**config.mk**
```make
export PLATFORM = sky130hd
export DESIGN_NAME = backward_priority_window_sampler
export DESIGN_NICKNAME = d
export VERILOG_FILES = /design/src/rtl/bpws_pkg.sv /design/src/rtl/backward_priority_window_sampler.sv /design/src/rtl/bpws_core.sv
export SDC_FILE = /design/constraint.sdc
export NUM_CORES = 1
export LEC_CHECK = 0
export BUFFER_PORTS_ARGS = -buffer_cell sky130_fd_sc_hd__buf_4
export CORE_MARGIN = 2
export CORE_UTILIZATION = 50
export CTS_CLUSTER_DIAMETER = 30
export DETAILED_ROUTE_END_ITERATION = 8
export HOLD_SLACK_MARGIN = 0.15
export PLACE_DENSITY = 0.68
export SLEW_MARGIN = 20
export SYNTH_ARGS = -nofsm -noshare
export SYNTH_HDL_FRONTEND = slang
export SYNTH_HIERARCHICAL = 1
export SYNTH_SLANG_ARGS = --single-unit
```
**constraint.sdc**
```tcl
create_clock -name aclk -period 18.69 [get_ports aclk]
set_input_delay 0 -clock aclk [delete_from_list [all_inputs] [get_ports aclk]]
set_output_delay 0 -clock aclk [all_outputs]
set_load 0.005 [all_outputs]
```
**src/rtl/bpws_pkg.sv**
```systemverilog
// Package with the configuration register map and shared types of the priority window sampler.
`timescale 1ns / 1ps

package bpws_pkg;

    localparam int CFG_BITS      = 30;
    localparam int CFG_ADDR_BITS = 1;
    localparam int COUNT_BITS    = 32;

    localparam logic [CFG_BITS-1:0] WIN_LEN_RESET             = CFG_BITS'(10000);
    localparam logic [CFG_BITS-1:0] CHECKPOINT_INTERVAL_RESET = CFG_BITS'(1000);

    typedef enum logic [CFG_ADDR_BITS-1:0] {
        CFG_WIN_LEN             = 1'b0,
        CFG_CHECKPOINT_INTERVAL = 1'b1
    } cfg_addr_t;

    typedef struct packed {
        logic [CFG_BITS-1:0] win_len;
        logic [CFG_BITS-1:0] checkpoint_interval;
    } cfg_t;

endpackage

```
**src/rtl/backward_priority_window_sampler.sv**
```systemverilog
// Top level of the priority window sampler: stream ports, configuration registers and pipeline.
`timescale 1ns / 1ps

// Channel  Direction  Handshake                 Payload
// s_       in         s_tvalid / s_tready       tdata: start, end, priority; tuser: first
// m_       out        m_tvalid / m_tready       tdata: start, end, priority, count;
//                                               tuser: valid, checkpoint
// cfg_     in         cfg_wr_en                 cfg_addr, cfg_wr_data
//
// An edge is registered at the input and its result is registered in the output register, and
// one edge is taken every cycle while the result side does not stall.
// The sampler state update is a single pass of compares and adds between those registers.
// Reset is synchronous and active low; it clears the sampler state and loads the
// configuration reset values.
// A stall on the result side holds the output register and stops the input side in turn.

module backward_priority_window_sampler #(
    parameter int PRIORITY_BITS = 16,
    parameter int NODE_BITS     = 32,
    parameter int TIME_BITS     = 32
) (
    input  logic                                aclk,
    input  logic                                aresetn,
    input  logic                                s_tvalid,
    output logic                                s_tready,
    // start_node, end_node, priority_req, zero padding
    input  logic [((2*NODE_BITS+PRIORITY_BITS+7)/8)*8-1:0] s_tdata,
    // first_of_stream
    input  logic                                s_tuser,
    output logic                                m_tvalid,
    input  logic                                m_tready,
    // sample_start, sample_end, sample_priority, valid_count, zero padding
    output logic [((2*NODE_BITS+PRIORITY_BITS+bpws_pkg::COUNT_BITS+7)/8)*8-1:0] m_tdata,
    // sample_valid, checkpoint_hit
    output logic [1:0]                          m_tuser,
    input  logic                                cfg_wr_en,
    input  bpws_pkg::cfg_addr_t                 cfg_addr,
    input  logic [bpws_pkg::CFG_BITS-1:0]       cfg_wr_data
);
    import bpws_pkg::*;

    localparam int M_FIELDS = 2*NODE_BITS + PRIORITY_BITS + COUNT_BITS;
    localparam int M_BITS   = ((M_FIELDS+7)/8)*8;

    cfg_t cfg_reg, cfg_next;

    logic                     in_valid_reg, in_valid_next;
    logic [NODE_BITS-1:0]     in_start_reg, in_end_reg;
    logic [PRIORITY_BITS-1:0] in_priority_reg;
    logic                     in_first_reg;

    logic                     out_valid_reg, out_valid_next;
    logic [NODE_BITS-1:0]     out_start_reg, out_end_reg;
    logic [PRIORITY_BITS-1:0] out_priority_reg;
    logic [COUNT_BITS-1:0]    out_count_reg;
    logic                     out_sample_valid_reg, out_hit_reg;

    logic [NODE_BITS-1:0]     res_start, res_end;
    logic [PRIORITY_BITS-1:0] res_priority;
    logic [COUNT_BITS-1:0]    res_count;
    logic                     res_sample_valid, res_hit;

    logic pipe_ready, fire, s_take;

    always_comb begin
        cfg_next = cfg_reg;
        if (cfg_wr_en) begin
            unique case (cfg_addr)
                CFG_WIN_LEN:             cfg_next.win_len = cfg_wr_data;
                CFG_CHECKPOINT_INTERVAL: cfg_next.checkpoint_interval = cfg_wr_data;
                default:                 cfg_next = cfg_reg;
            endcase
        end
    end

    always_ff @(posedge aclk) begin
        if (!aresetn) begin
            cfg_reg.win_len             <= WIN_LEN_RESET;
            cfg_reg.checkpoint_interval <= CHECKPOINT_INTERVAL_RESET;
        end else begin
            cfg_reg <= cfg_next;
        end
    end

    assign pipe_ready = !out_valid_reg || m_tready;
    assign fire       = in_valid_reg && pipe_ready;
    assign s_tready   = !in_valid_reg || pipe_ready;
    assign s_take     = s_tvalid && s_tready;

    always_comb begin
        in_valid_next = in_valid_reg;
        if (s_take) begin
            in_valid_next = 1'b1;
        end else if (fire) begin
            in_valid_next = 1'b0;
        end
        out_valid_next = out_valid_reg;
        if (fire) begin
            out_valid_next = 1'b1;
        end else if (m_tready) begin
            out_valid_next = 1'b0;
        end
    end

    always_ff @(posedge aclk) begin
        if (!aresetn) begin
            in_valid_reg  <= 1'b0;
            out_valid_reg <= 1'b0;
        end else begin
            in_valid_reg  <= in_valid_next;
            out_valid_reg <= out_valid_next;
        end
    end

    always_ff @(posedge aclk) begin
        if (s_take) begin
            in_start_reg    <= s_tdata[NODE_BITS-1:0];
            in_end_reg      <= s_tdata[2*NODE_BITS-1:NODE_BITS];
            in_priority_reg <= s_tdata[2*NODE_BITS+PRIORITY_BITS-1:2*NODE_BITS];
            in_first_reg    <= s_tuser;
        end
        if (fire) begin
            out_start_reg        <= res_start;
            out_end_reg          <= res_end;
            out_priority_reg     <= res_priority;
            out_count_reg        <= res_count;
            out_sample_valid_reg <= res_sample_valid;
            out_hit_reg          <= res_hit;
        end
    end

    bpws_core #(
        .PRIORITY_BITS (PRIORITY_BITS),
        .NODE_BITS     (NODE_BITS),
        .TIME_BITS     (TIME_BITS)
    ) u_core (
        .aclk                (aclk),
        .aresetn             (aresetn),
        .cfg                 (cfg_reg),
        .step_en             (fire),
        .in_start_node       (in_start_reg),
        .in_end_node         (in_end_reg),
        .in_priority_req     (in_priority_reg),
        .in_first_of_stream  (in_first_reg),
        .res_sample_start    (res_start),
        .res_sample_end      (res_end),
        .res_sample_priority (res_priority),
        .res_sample_valid    (res_sample_valid),
        .res_valid_count     (res_count),
        .res_checkpoint_hit  (res_hit)
    );

    assign m_tvalid = out_valid_reg;
    assign m_tdata  = M_BITS'({out_count_reg, out_priority_reg, out_end_reg, out_start_reg});
    assign m_tuser  = {out_hit_reg, out_sample_valid_reg};

`ifndef NO_ASSERTIONS
    a_fire_gives_result: assert property (@(posedge aclk) disable iff (!aresetn)
        fire |=> m_tvalid)
        else $error("A processed edge did not produce a result transaction.");

    a_hit_needs_valid: assert property (@(posedge aclk) disable iff (!aresetn)
        m_tvalid && m_tuser[1] |-> m_tuser[0])
        else $error("Checkpoint mark raised on an invalid sample.");

    a_empty_input_ready: assert property (@(posedge aclk) disable iff (!aresetn)
        !in_valid_reg |-> s_tready)
        else $error("Input side stalled with an empty input register.");
`endif

endmodule

```
**src/rtl/bpws_core.sv**
```systemverilog
// Sampler state registers and the combinational update applied to each edge.
`timescale 1ns / 1ps

module bpws_core #(
    parameter int PRIORITY_BITS = 16,
    parameter int NODE_BITS     = 32,
    parameter int TIME_BITS     = 32
) (
    input  logic                          aclk,
    input  logic                          aresetn,
    input  bpws_pkg::cfg_t                cfg,
    input  logic                          step_en,
    input  logic [NODE_BITS-1:0]          in_start_node,
    input  logic [NODE_BITS-1:0]          in_end_node,
    input  logic [PRIORITY_BITS-1:0]      in_priority_req,
    input  logic                          in_first_of_stream,
    output logic [NODE_BITS-1:0]          res_sample_start,
    output logic [NODE_BITS-1:0]          res_sample_end,
    output logic [PRIORITY_BITS-1:0]      res_sample_priority,
    output logic                          res_sample_valid,
    output logic [bpws_pkg::COUNT_BITS-1:0] res_valid_count,
    output logic                          res_checkpoint_hit
);
    import bpws_pkg::*;

    localparam int CB = ((TIME_BITS > CFG_BITS + 1) ? TIME_BITS : CFG_BITS + 1) + 1;

    logic                     held_present_reg,  held_present_next;
    logic [NODE_BITS-1:0]     held_start_reg,    held_start_next;
    logic [NODE_BITS-1:0]     held_end_reg,      held_end_next;
    logic [PRIORITY_BITS-1:0] held_priority_reg, held_priority_next;
    logic [TIME_BITS-1:0]     held_time_reg,     held_time_next;
    logic                     probe_present_reg, probe_present_next;
    logic [PRIORITY_BITS-1:0] probe_priority_reg, probe_priority_next;
    logic [TIME_BITS-1:0]     probe_time_reg,    probe_time_next;
    logic [TIME_BITS-1:0]     item_time_reg,     item_time_next;
    logic [COUNT_BITS-1:0]    good_count_reg,    good_count_next;
    logic [CFG_BITS-1:0]      tick_phase_reg,    tick_phase_next;

    logic                     cur_held_present, cur_probe_present;
    logic [PRIORITY_BITS-1:0] cur_held_priority, cur_probe_priority;
    logic [TIME_BITS-1:0]     cur_held_time, cur_probe_time, cur_time;
    logic [COUNT_BITS-1:0]    cur_count;
    logic [CFG_BITS-1:0]      cur_phase;
    logic [CB-1:0]            time_x, window_x, life_x;
    logic                     age, expire, take, valid;
    logic                     aged_held_present, aged_probe_present;
    logic [PRIORITY_BITS-1:0] aged_probe_priority;
    logic [TIME_BITS-1:0]     aged_probe_time;
    logic [CFG_BITS:0]        phase_inc;

    always_comb begin
        cur_held_present   = in_first_of_stream ? 1'b0 : held_present_reg;
        cur_held_priority  = in_first_of_stream ? '0 : held_priority_reg;
        cur_held_time      = in_first_of_stream ? '0 : held_time_reg;
        cur_probe_present  = in_first_of_stream ? 1'b0 : probe_present_reg;
        cur_probe_priority = in_first_of_stream ? '0 : probe_priority_reg;
        cur_probe_time     = in_first_of_stream ? '0 : probe_time_reg;
        cur_time           = in_first_of_stream ? '0 : item_time_reg;
        cur_count          = in_first_of_stream ? '0 : good_count_reg;
        cur_phase          = in_first_of_stream ? '0 : tick_phase_reg;

        time_x   = CB'(cur_time);
        window_x = CB'(cfg.win_len);
        life_x   = (window_x == '0) ? '0 : CB'(window_x + window_x - CB'(1));

        // The held sample turns into the test edge once it is a full window old.
        age                 = cur_held_present && (CB'(cur_held_time) + window_x <= time_x);
        aged_held_present   = cur_held_present && !age;
        aged_probe_present  = age ? 1'b1 : cur_probe_present;
        aged_probe_priority = age ? cur_held_priority : cur_probe_priority;
        aged_probe_time     = age ? cur_held_time : cur_probe_time;

        expire = aged_probe_present && (CB'(aged_probe_time) + life_x <= time_x);
        probe_present_next  = aged_probe_present && !expire;
        probe_priority_next = aged_probe_priority;
        probe_time_next     = aged_probe_time;

        take = !aged_held_present || (in_priority_req >= cur_held_priority);
        held_present_next  = 1'b1;
        held_start_next    = take ? in_start_node : held_start_reg;
        held_end_next      = take ? in_end_node : held_end_reg;
        held_priority_next = take ? in_priority_req : cur_held_priority;
        held_time_next     = take ? cur_time : cur_held_time;

        valid = !probe_present_next || (held_priority_next >= aged_probe_priority);

        good_count_next = cur_count;
        if (valid && (time_x >= window_x + window_x) && (cur_count != '1)) begin
            good_count_next = cur_count + COUNT_BITS'(1);
        end

        item_time_next = (cur_time != '1) ? cur_time + TIME_BITS'(1) : cur_time;

        phase_inc       = {1'b0, cur_phase} + (CFG_BITS + 1)'(1);
        tick_phase_next = (phase_inc >= {1'b0, cfg.checkpoint_interval}) ?
                          '0 : phase_inc[CFG_BITS-1:0];

        res_sample_start    = held_start_next;
        res_sample_end      = held_end_next;
        res_sample_priority = held_priority_next;
        res_sample_valid    = valid;
        res_valid_count     = good_count_next;
        res_checkpoint_hit  = valid && (cfg.checkpoint_interval != '0) && (cur_phase == '0);
    end

    always_ff @(posedge aclk) begin
        if (!aresetn) begin
            held_present_reg   <= 1'b0;
            held_start_reg     <= '0;
            held_end_reg       <= '0;
            held_priority_reg  <= '0;
            held_time_reg      <= '0;
            probe_present_reg  <= 1'b0;
            probe_priority_reg <= '0;
            probe_time_reg     <= '0;
            item_time_reg      <= '0;
            good_count_reg     <= '0;
            tick_phase_reg     <= '0;
        end else if (step_en) begin
            held_present_reg   <= held_present_next;
            held_start_reg     <= held_start_next;
            held_end_reg       <= held_end_next;
            held_priority_reg  <= held_priority_next;
            held_time_reg      <= held_time_next;
            probe_present_reg  <= probe_present_next;
            probe_priority_reg <= probe_priority_next;
            probe_time_reg     <= probe_time_next;
            item_time_reg      <= item_time_next;
            good_count_reg     <= good_count_next;
            tick_phase_reg     <= tick_phase_next;
        end
    end

`ifndef NO_ASSERTIONS
    a_first_restarts_time: assert property (@(posedge aclk) disable iff (!aresetn)
        step_en && in_first_of_stream |=> item_time_reg == TIME_BITS'(1))
        else $error("Time did not restart after a first-of-stream edge.");

    a_count_monotonic: assert property (@(posedge aclk) disable iff (!aresetn)
        step_en && !in_first_of_stream |=> good_count_reg >= $past(good_count_reg))
        else $error("Valid count decreased within a stream.");

    a_sample_held: assert property (@(posedge aclk) disable iff (!aresetn)
        step_en |=> held_present_reg)
        else $error("No sample is held after an edge was processed.");
`endif

endmodule
```
Yosys cells after proc, flatten, opt, wreduce, memory -nomap -nowiden. Cells that the tools add are included.

Input port bits: 117. Register bits after elaboration: 513. Output and inout bits: 116.

Bitwise gates (word level): 1. Add/sub/neg operators: 7. Reduce and logical (&&, ||, !) cells: 27. Multiplexer cells: 24. $lt $le $gt $ge: 6. Equality and inequality tests: 2.

Operator list (number): two-way mux 32 bit (10); less-or-equal comparator 33 x 32 -> 1 bit (2); adder 32 x 1 -> 32 bit, second input constant (2); two-way mux 16 bit (4); != test 32 bit, second input constant (2); logical NOT 30 bit (2); two-way mux 30 bit (2); adder 32 x 30 -> 33 bit (1); adder 32 x 33 -> 33 bit (1); greater-or-equal comparator 32 x 33 -> 1 bit (1); two-way mux 33 bit (1); subtractor 33 x 1 -> 33 bit, second input constant (1); greater-or-equal comparator 16 bit (2); adder 30 x 1 -> 31 bit, second input constant (1); adder 30 x 30 -> 31 bit (1); greater-or-equal comparator 31 x 30 -> 1 bit (1); nonzero test 30 bit (1); logical AND 1 bit (10); two-way mux 1 bit (7); logical NOT 1 bit (6); logical OR 1 bit (4); AND reduction 2 bit (2); nonzero test 2 bit (2); inverter 1 bit (1).

Logic depth before layout (Yosys ltp). Gate-level depths: netlist (run 1).

Depth in word-level cells: 15. Mapped depth: 56.

Cells and area by module. The synthesis (run 1) kept the hierarchy.

Modules (own cells, without submodules): bpws_core (cells an instance 2679, instances 1, area each 21234.1 um^2); backward_priority_window_sampler (cells an instance 448, instances 1, area each 8293.0 um^2).

Worst setup path before layout (run 1). OpenSTA, ideal clock, no wires.

Path type: reg-to-reg. From: register in_first_reg. To: register out_count_reg[20], data pin. Slack: 7104 ps. Clock period less this slack: 11586 ps. Setup time: 260 ps. Arrival time: 11326 ps. Cell stages (with the launch flop): 54. Path buffers: 10. Required time: 18430 ps. Cells stage by stage: edfxtp_1 -> clkbuf_1 -> clkbuf_1 -> clkbuf_1 -> clkbuf_1 -> clkbuf_1 -> buf_1 -> nor2b_1 -> ha_1 -> inv_1 -> fa_1 -> nor2b_1 -> o31a_1 -> o221ai_1 -> nand3_1 -> a2111oi_0 -> o41a_1 -> o21ai_0 -> [18 not listed] -> o31ai_1 -> nor2_1 -> o2111ai_1 -> a31oi_1 -> mux2i_1 -> o2111ai_1 -> ha_1 -> nand4_1 -> nor3_1 -> nand2_1 -> a31oi_1 -> a211oi_1 -> o32ai_1 -> o211a_4 -> clkbuf_1 -> buf_2 -> nor2_1 -> xor2_1.

Longest elaborated chain between the ends: 15. Elaborated cells on any way between the ends: 34.

RTL lines: start, declared (line backward_priority_window_sampler.sv:50) `logic in_first_reg;`; start signal, assigned (line backward_priority_window_sampler.sv:120) `in_first_reg <= s_tuser;`; two-way mux 32 bit (line bpws_core.sv:55) `cur_held_time = in_first_of_stream ? '0 : held_time_reg;`; adder 32 x 30 -> 33 bit (line bpws_core.sv:68) `age = cur_held_present && (CB'(cur_held_time) + window_x <= time_x);`; less-or-equal comparator 33 x 32 -> 1 bit (line bpws_core.sv:68); logical AND 1 bit (line bpws_core.sv:68); two-way mux 32 bit * (line bpws_core.sv:72) `aged_probe_time = age ? cur_held_time : cur_probe_time;`; net u_core.aged_probe_time[3] (line bpws_core.sv:49) `logic [TIME_BITS-1:0] aged_probe_time;`; adder 32 x 33 -> 33 bit * (line bpws_core.sv:74) `expire = aged_probe_present && (CB'(aged_probe_time) + life_x <= time_x);`; less-or-equal comparator 33 x 32 -> 1 bit * (line bpws_core.sv:74); logical AND 1 bit * (line bpws_core.sv:74); logical NOT 1 bit * (line bpws_core.sv:75) `probe_present_next = aged_probe_present && !expire;`; logical AND 1 bit * (line bpws_core.sv:75); logical NOT 1 bit * (line bpws_core.sv:86) `valid = !probe_present_next || (held_priority_next >= aged_probe_priority);`; logical OR 1 bit * (line bpws_core.sv:86); logical AND 1 bit * (2 in a row) (line bpws_core.sv:89) `if (valid && (time_x >= window_x + window_x) && (cur_count != '1)) begin`; two-way mux 32 bit * (line bpws_core.sv:89); net res_count[20] (line backward_priority_window_sampler.sv:60) `logic [COUNT_BITS-1:0] res_count;`; end signal, assigned (line backward_priority_window_sampler.sv:126) `out_count_reg <= res_count;`; end, declared (line backward_priority_window_sampler.sv:55) `logic [COUNT_BITS-1:0] out_count_reg;`.

The timed path passes the listed nets; every way through them passes the cells marked *. A chain may end at the register's enable or synchronous reset.

Worst setup path after layout (run 1).
From: register in_first_reg. To: register out_count_reg[1], data pin.

Longest elaborated chain between the ends: 15. Elaborated cells on any way between the ends: 34.

RTL lines: two-way mux 32 bit (line bpws_core.sv:55); adder 32 x 30 -> 33 bit (line bpws_core.sv:68); less-or-equal comparator 33 x 32 -> 1 bit (line bpws_core.sv:68); logical AND 1 bit (line bpws_core.sv:68); two-way mux 32 bit * (line bpws_core.sv:72); net u_core.aged_probe_time[3] (line bpws_core.sv:49); adder 32 x 33 -> 33 bit * (line bpws_core.sv:74); less-or-equal comparator 33 x 32 -> 1 bit * (line bpws_core.sv:74); logical AND 1 bit * (line bpws_core.sv:74); logical NOT 1 bit * (line bpws_core.sv:75); logical AND 1 bit * (line bpws_core.sv:75); logical NOT 1 bit * (line bpws_core.sv:86); logical OR 1 bit * (line bpws_core.sv:86); net res_sample_valid (line backward_priority_window_sampler.sv:61) `logic res_sample_valid, res_hit;`; logical AND 1 bit * (2 in a row) (line bpws_core.sv:89); two-way mux 32 bit * (line bpws_core.sv:89); net res_count[1] (line backward_priority_window_sampler.sv:60).

Marks and branches as above.

==> reports/results.tsv, run 1 <==
stage	metric	value	unit
global_route	gr usage total	30.6	%
detailed_routing	vias per cell	5.94	
setup_path	worst-path maximum fanout	72	
clocking	number of buffers created by CTS	110	
detailed_routing	Pre-antenna DRT Iters	6	
finish	Finished Cell Area	0.0379	mm^2
synth	Primary FF master, synth	dfxtp_1	
detailed_routing	wirelength, routed	95700	um
sta	Slew Viols, Final	0	
floorplan	die width	247	um
sta	Setup WS post-layout	4.93	ns
clocking	# clock sinks	513	
floorplan	CORE AREA	0.0587	mm^2
power_and_ir_drop	VDD IR max	118	uV
clocking	Root Buffer	clkbuf_16	
floorplan	Die Area	0.0610	mm^2
detailed_routing	drt initial violations	2281	
setup_path	crit start category	flop	
synth	post-synthesis instance area	0.0295	mm^2
status	outcome	finished clean	
worst_hold_path	Min-Delay Path Depth	4	
clocking	Worst-path clk slew	0.05	ns
placed_design	HPWL Detailed	61200	um
floorplan	Cell Rows	89	
clocking	CTS tree	built	
sta	clk_skew	0.0431	ns
worst_hold_path	Hold Startpoint	cfg_wr_data[14]	
synth	Syn Inst Count	3127	
power_and_ir_drop	Static Leakage	0.0157	uW
placed_design	post-placement cell count	4004	
setup_path	Slowest-stage cell, CP	a2111oi_0	
setup_path	CP startpoint	in_first_reg	
sta	achievable frequency	72.7	MHz
setup_path	critical path arrival	14.18	ns
finish	Post-Layout Cell Count	4421	
sta	Tcrit/Tclk final	73.6	%
finish	Fillers	4435	
worst_hold_path	Hold Path Class	in -> reg	
sta	final setup fails	0	
placed_design	pre-CTS setup slack	5.24	ns
setup_path	critical path type	reg -> reg	
synth	Yosys cell types	82	
sta	Tightest Pin Transition	1.19	ns
finish	Nets	3892	
finish	number of flip-flops in the largest register	60	
setup_path	Setup crit end kind	flop	
clocking	postcts setup bufs	0	
synth	syn_nets	3469	
synth	FFs w/ async S/R, synth	0	%
sta	Tmin final	13.76	ns
power_and_ir_drop	power per cell area	94.7	mW/mm^2
global_route	first-pass GRT wire length	146000	um
finish	register area	0.0122	mm^2
sta	setup TNS	0	ns
setup_path	Req. time, crit path	19.11	ns
detailed_routing	Antenna Nets Post-Route	0	
synth	Post-synth EDFFs	195	
finish	layout cell share with drive strength beyond 1	16.3	%
setup_path	Most Frequent Cell on Critical Path	ha_1	
power_and_ir_drop	Total Power	3590	uW
detailed_routing	via count	26300	
placed_design	GP Congestion	0.944	
sta	Slew HR	20.7	%
flow_run	max-cap violations	0	
placed_design	PortBufs	232	
placed_design	DP Area	0.0319	mm^2
setup_path	reg-to-reg startpoint	in_first_reg	
detailed_routing	final routed DRC violation total	0	
floorplan	Die Ht	247	um
clocking	Skew-Pair Late Insertion Delay	0.67	ns
finish	area of the multi-input gates	0.0161	mm^2
synth	Seq cells post-synth	513	
setup_path	crit-path max cell delay	0.73	ns
synth	mean post-synth cell area	9.44	um^2
sta	RSZ-0062 raised after global routing	false	
floorplan	boundary pin count	233	
synth	yosys warns	6	
clocking	clock tree buffer depth	3	
clocking	# H-tree levels	3	
synth	sequential element share of the synthesized area	41.4	%
global_route	vias in the first global route	26000	
finish	Layout area overhead	28.2	%
floorplan	Starting Density	50.3	%
detailed_routing	wire per inst	21.6	um
global_route	initial antenna violation count	2	
setup_path	Worst R2R Path Depth	46	
global_route	largest net degree at the start of global routing	94	
global_route	gr ovfl total	0	
sta	final hold violations	0	
==> where the power goes <==
part	leakage [uW]	switching, uW	total (uW)	internal (uW)
clock network	0.00189	688	2020	1340
registers	0.00445	30.9	1240	1210
logic	0.00938	181	324	143
total	0.0157	900	3590	2690
==> final timing paths <==
| kind | end | slack [ns] |
|---|---|---|
| max reg2reg | out_count_reg[1] | 4.93 |
| min reg2reg | u_core/item_time_reg[1] | 0.46 |
| min | cfg_reg[44] | 0.21 |
| max | out_count_reg[1] | 4.93 |
==> metal layers <==
layer	vias up	share of wire, %	track usage, %
li1	12200	-	-
met1	12800	42	39.8
met2	1060	48	50.0
met3	231	6.9	5.25
met4	0	3.5	12.9
met5	-	0	0
==> critical path: cells and delay by family (launching register included) <==
family          cells  cell delay, ns
compound gates     19            5.54
fa+ha+maj           5            1.43
buf+inv             4            1.92
flops               1            0.34
mux                 2            0.55
simple gates       16            3.58
==> cells in the mapped netlist (all sizes together) (19+ instances only) <==
cell type	number	area, um^2
a21o	45	338
a21oi	106	531
a22o	29	254
a31oi	33	206
and3	30	193
buf	51	288
clkbuf	109	410
dfxtp	318	6370
edfxtp	195	5860
ha	223	2790
inv	162	608
mux2	66	743
mux2i	208	2080
nand2	289	1090
nand3	136	681
nand4	76	475
nor2	295	1110
nor2b	83	527
nor3	41	205
nor4	34	228
o211ai	35	278
o21a	21	158
o21ai	78	390
o31ai	57	428
or2	41	257
or3	28	185
or4	19	146
xnor2	95	832
xor2	44	385
==> repair_timing <==
item,CTS,global route
endpoints found under the hold margin,212,0
gates resized for setup,0,0
hold buffers,207,0
==> cell families after synthesis <==
family | share of synthesized area [%]
other | 0.0127
adders and majority gates | 9.59
xor gates and xnor gates | 4.12
muxes | 9.57
buffers and inverters | 4.42
and+or+nand+nor | 19.0
DFF | 41.4
AOI/OAI and AO/OA | 11.9
==> final cells by class <==
| type | instances | share of cell area, % |
|---|---|---|
| Antenna cell | 1 | 0.00661 |
| Sequential cell | 513 | 32.3 |
| Clock buffer | 135 | 8.00 |
| Clock inverter | 74 | 2.33 |
| Inverter | 162 | 1.62 |
| Tap cell | 773 | 2.56 |
| Multi-Input combinational cell | 2292 | 42.5 |
| Timing Repair Buffer | 471 | 10.7 |
==> layout by cell type (no fill, tap or decap), types with 32 or more instances in the layout <==
master	synthesis	routed
nand4_1	76	76
xnor2_1	95	95
ha_1	223	223
a21o_1	45	45
edfxtp_1	195	195
nand2_1	288	287
nor4_1	33	32
nor3_1	41	40
nor2_1	295	293
buf_4	3	263
xor2_1	44	44
or2_2	40	40
clkbuf_16	0	112
mux2i_1	208	208
o211ai_1	32	32
a21oi_1	106	105
mux2_2	66	66
nand3_1	136	135
dlygate4sd3_1	0	207
a31oi_1	33	32
o31ai_1	57	57
dfxtp_1	318	318
o21ai_0	78	78
inv_1	162	159
nor2b_1	82	81
==> through the flow <==
step                hold WS, ns  util, %
global route              0.219     64.5
finish                    0.212     64.5
global placement          0.178     54.3
detailed placement        0.179     54.3
CTS                       0.161     64.5
floorplan                0.0989        -
Note: power is estimated with default switching activity, not from simulation.
==> run 2: changes to the inputs <==
--- a/config.mk
+++ b/config.mk
@@ -11,7 +11,7 @@
 export CTS_CLUSTER_DIAMETER = 30
 export DETAILED_ROUTE_END_ITERATION = 8
 export HOLD_SLACK_MARGIN = 0.15
-export PLACE_DENSITY = 0.68
+export PLACE_DENSITY = 0.71
 export SLEW_MARGIN = 20
 export SYNTH_ARGS = -nofsm -noshare
 export SYNTH_HDL_FRONTEND = slang
==> constraint.sdc (replaced) <==
create_clock -name aclk -period 11.6 [get_ports aclk]
set_input_delay 0 -clock aclk [delete_from_list [all_inputs] [get_ports aclk]]
set_output_delay 0 -clock aclk [all_outputs]
set_load 0.005 [all_outputs]
==> run 2 against run 1 <==
Effect of this change:
- flip-flop and latch count unchanged
- global-route usage is 0.70 points lower
- first-iteration DRC count shrank 6.0%
- critical path depth rose by 1
- largest power group unchanged
- critical endpoint is now out_count_reg[11]
- non-clock buffer count increased by 49
- worst hold slack got worse by 0.014 ns
- total power increased by 68%
- cell count is 1.3% higher
- sequential share of layout area is 0.73 points lower
- fmax grew 24%
- worst setup slack lost 4.4 ns
==> reports/results.tsv, run 2 (synthesis gave the netlist of run 1 again) <==
stage	metric	value	unit
clocking	Skew-Pair Late Insertion Delay	0.68	ns
floorplan	Starting Density	50.3	%
global_route	gr usage total	29.9	%
clocking	number of buffers created by CTS	113	
setup_path	Req. time, crit path	12.00	ns
placed_design	GP Congestion	0.963	
power_and_ir_drop	Static Leakage	0.0161	uW
setup_path	critical path type	reg -> reg	
finish	utilization after layout	66.0	%
finish	number of flip-flops in the largest register	60	
detailed_routing	final routed DRC violation total	0	
global_route	gr ovfl total	0	
floorplan	die width	247	um
finish	most frequent cells in the layout	dfxtp_1 (318), nor2_1 (292), nand2_1 (286), buf_4 (286), dlygate4sd3_1 (225)	
power_and_ir_drop	Total Power	6020	uW
global_route	vias in the first global route	26200	
floorplan	Die Area	0.0610	mm^2
setup_path	Slowest-stage cell, CP	or4_1	
clocking	Root Buffer	clkbuf_16	
finish	Fillers	4400	
placed_design	PortBufs	232	
setup_path	crit path buf inv count	7	
global_route	largest net degree at the start of global routing	149	
finish	area of the multi-input gates	0.0162	mm^2
sta	setup TNS	0	ns
setup_path	Setup crit end kind	flop	
setup_path	Largest delay share family, worst path	compound AO/OA/AOI/OAI gates	
setup_path	crit-path max cell delay	0.51	ns
clocking	# clock sinks	513	
clocking	Worst-path clk slew	0.05	ns
finish	register area	0.0122	mm^2
sta	Hold Slack	0.197	ns
detailed_routing	vias per cell	5.83	
setup_path	critical path arrival	11.48	ns
status	outcome	finished clean	
sta	Tcrit/Tclk final	95.5	%
sta	final setup fails	0	
sta	final hold violations	0	
clocking	CTS tree	built	
detailed_routing	Antenna Nets Post-Route	0	
sta	achievable frequency	90.3	MHz
finish	commonest non-fill, non-tap cell in the layout	dfxtp_1	
sta	Slew HR	22.7	%
setup_path	Most Frequent Cell on Critical Path	a21o_1	
finish	layout cell share with drive strength beyond 1	17.5	%
placed_design	HPWL Detailed	61100	um
sta	Tmin final	11.08	ns
sta	Slew Viols, Final	0	
finish	Layout area overhead	31.2	%
clocking	clock tree buffer depth	3	
floorplan	Cell Rows	89	
global_route	initial antenna violation count	0	
detailed_routing	Pre-antenna DRT Iters	6	
setup_path	crit start category	flop	
detailed_routing	wire per inst	20.9	um
global_route	first-pass GRT wire length	144000	um
power_and_ir_drop	power per cell area	155	mW/mm^2
floorplan	Die Ht	247	um
setup_path	worst-path maximum fanout	58	
worst_hold_path	Hold Path Class	in -> reg	
flow_run	max-cap violations	0	
clocking	# H-tree levels	3	
detailed_routing	drt initial violations	2143	
sta	clk_skew	0.0521	ns
floorplan	CORE AREA	0.0587	mm^2
floorplan	boundary pin count	233	
detailed_routing	wirelength, routed	93700	um
power_and_ir_drop	VDD IR max	142	uV
finish	Nets	3944	
sta	Tightest Pin Transition	1.14	ns
detailed_routing	via count	26100	
-- run 2: cell count changes in the layout (fill, tap and decap cells not counted), moves of 6 or more --
| cell | previous run | this run |
|---|---|---|
| buf_4 | 263 | 286 |
| bufinv_16 | 13 | 19 |
| clkinv_2 | 23 | 13 |
| dlygate4sd3_1 | 207 | 225 |
| inv_6 | 9 | 16 |
-- run 2: final timing paths --
kind	endpoint	slack [ns]	cells past startpoint	startpoint
max	out_count_reg[11]	0.52	47	in_first_reg
min	cfg_reg[5]	0.20	4	cfg_wr_data[5]
max reg2reg	out_count_reg[11]	0.52	47	in_first_reg
min reg2reg	u_core/item_time_reg[1]	0.47	2	u_core/item_time_reg[1]
-- run 2: cell type report --
class                      count  area share [%]
inverter                     162            1.59
sequential                   513            31.6
timing repair buffer         520            11.7
antenna                        2          0.0129
clock inverter                73            2.75
multi-input combinational   2292            41.7
clock buffer                 143            8.15
tap                          773            2.50
-- run 2: metrics by stage --
step | setup slack [ns] | instances | instance area (um^2)
5_1_grt | -0.0163 | 4476 | 38700
4_1_cts | 0.337 | 4468 | 38600
3_3_place_gp | 0.573 | 4027 | 32100
3_5_place_dp | 0.458 | 4027 | 32100
2_1_floorplan | 0.0135 | 3127 | 29500
6_report | 0.520 | 4478 | 38700
-- run 2: power breakdown --
part           internal, uW  switching, uW  total, uW
logic                   243            296        540
clock network          2370           1120       3490
registers              1940           46.2       1990
-- run 2: metal layers --
metal	vias to the layer above	global-route usage, %	routed length [um]
met2	984	50.7	45600
met4	0	10.4	2930
li1	12300	-	-
met5	-	0	0
met3	207	4.85	5500
met1	12600	38.4	39700
-- run 2: worst register-to-register path, delay by kind of cell (launching register included) --
kind / cells / cell delay (ns)
AO/OA/AOI/OAI: 19 / 3.97
flip-flops: 1 / 0.47
adder cells (fa/ha/maj): 5 / 1.53
multiplexers: 2 / 0.75
AND/OR/NAND/NOR: 13 / 2.63
buffers and inverters: 7 / 1.30
XOR/XNOR: 1 / 0.13
-- run 2: what timing repair did --
item / CTS / global route
endpoints found under the setup margin: 0 / 67
hold endpoints to repair: 182 / 0
setup buffers: 0 / 7
gates resized for setup: 0 / 18
hold buffers: 225 / 0
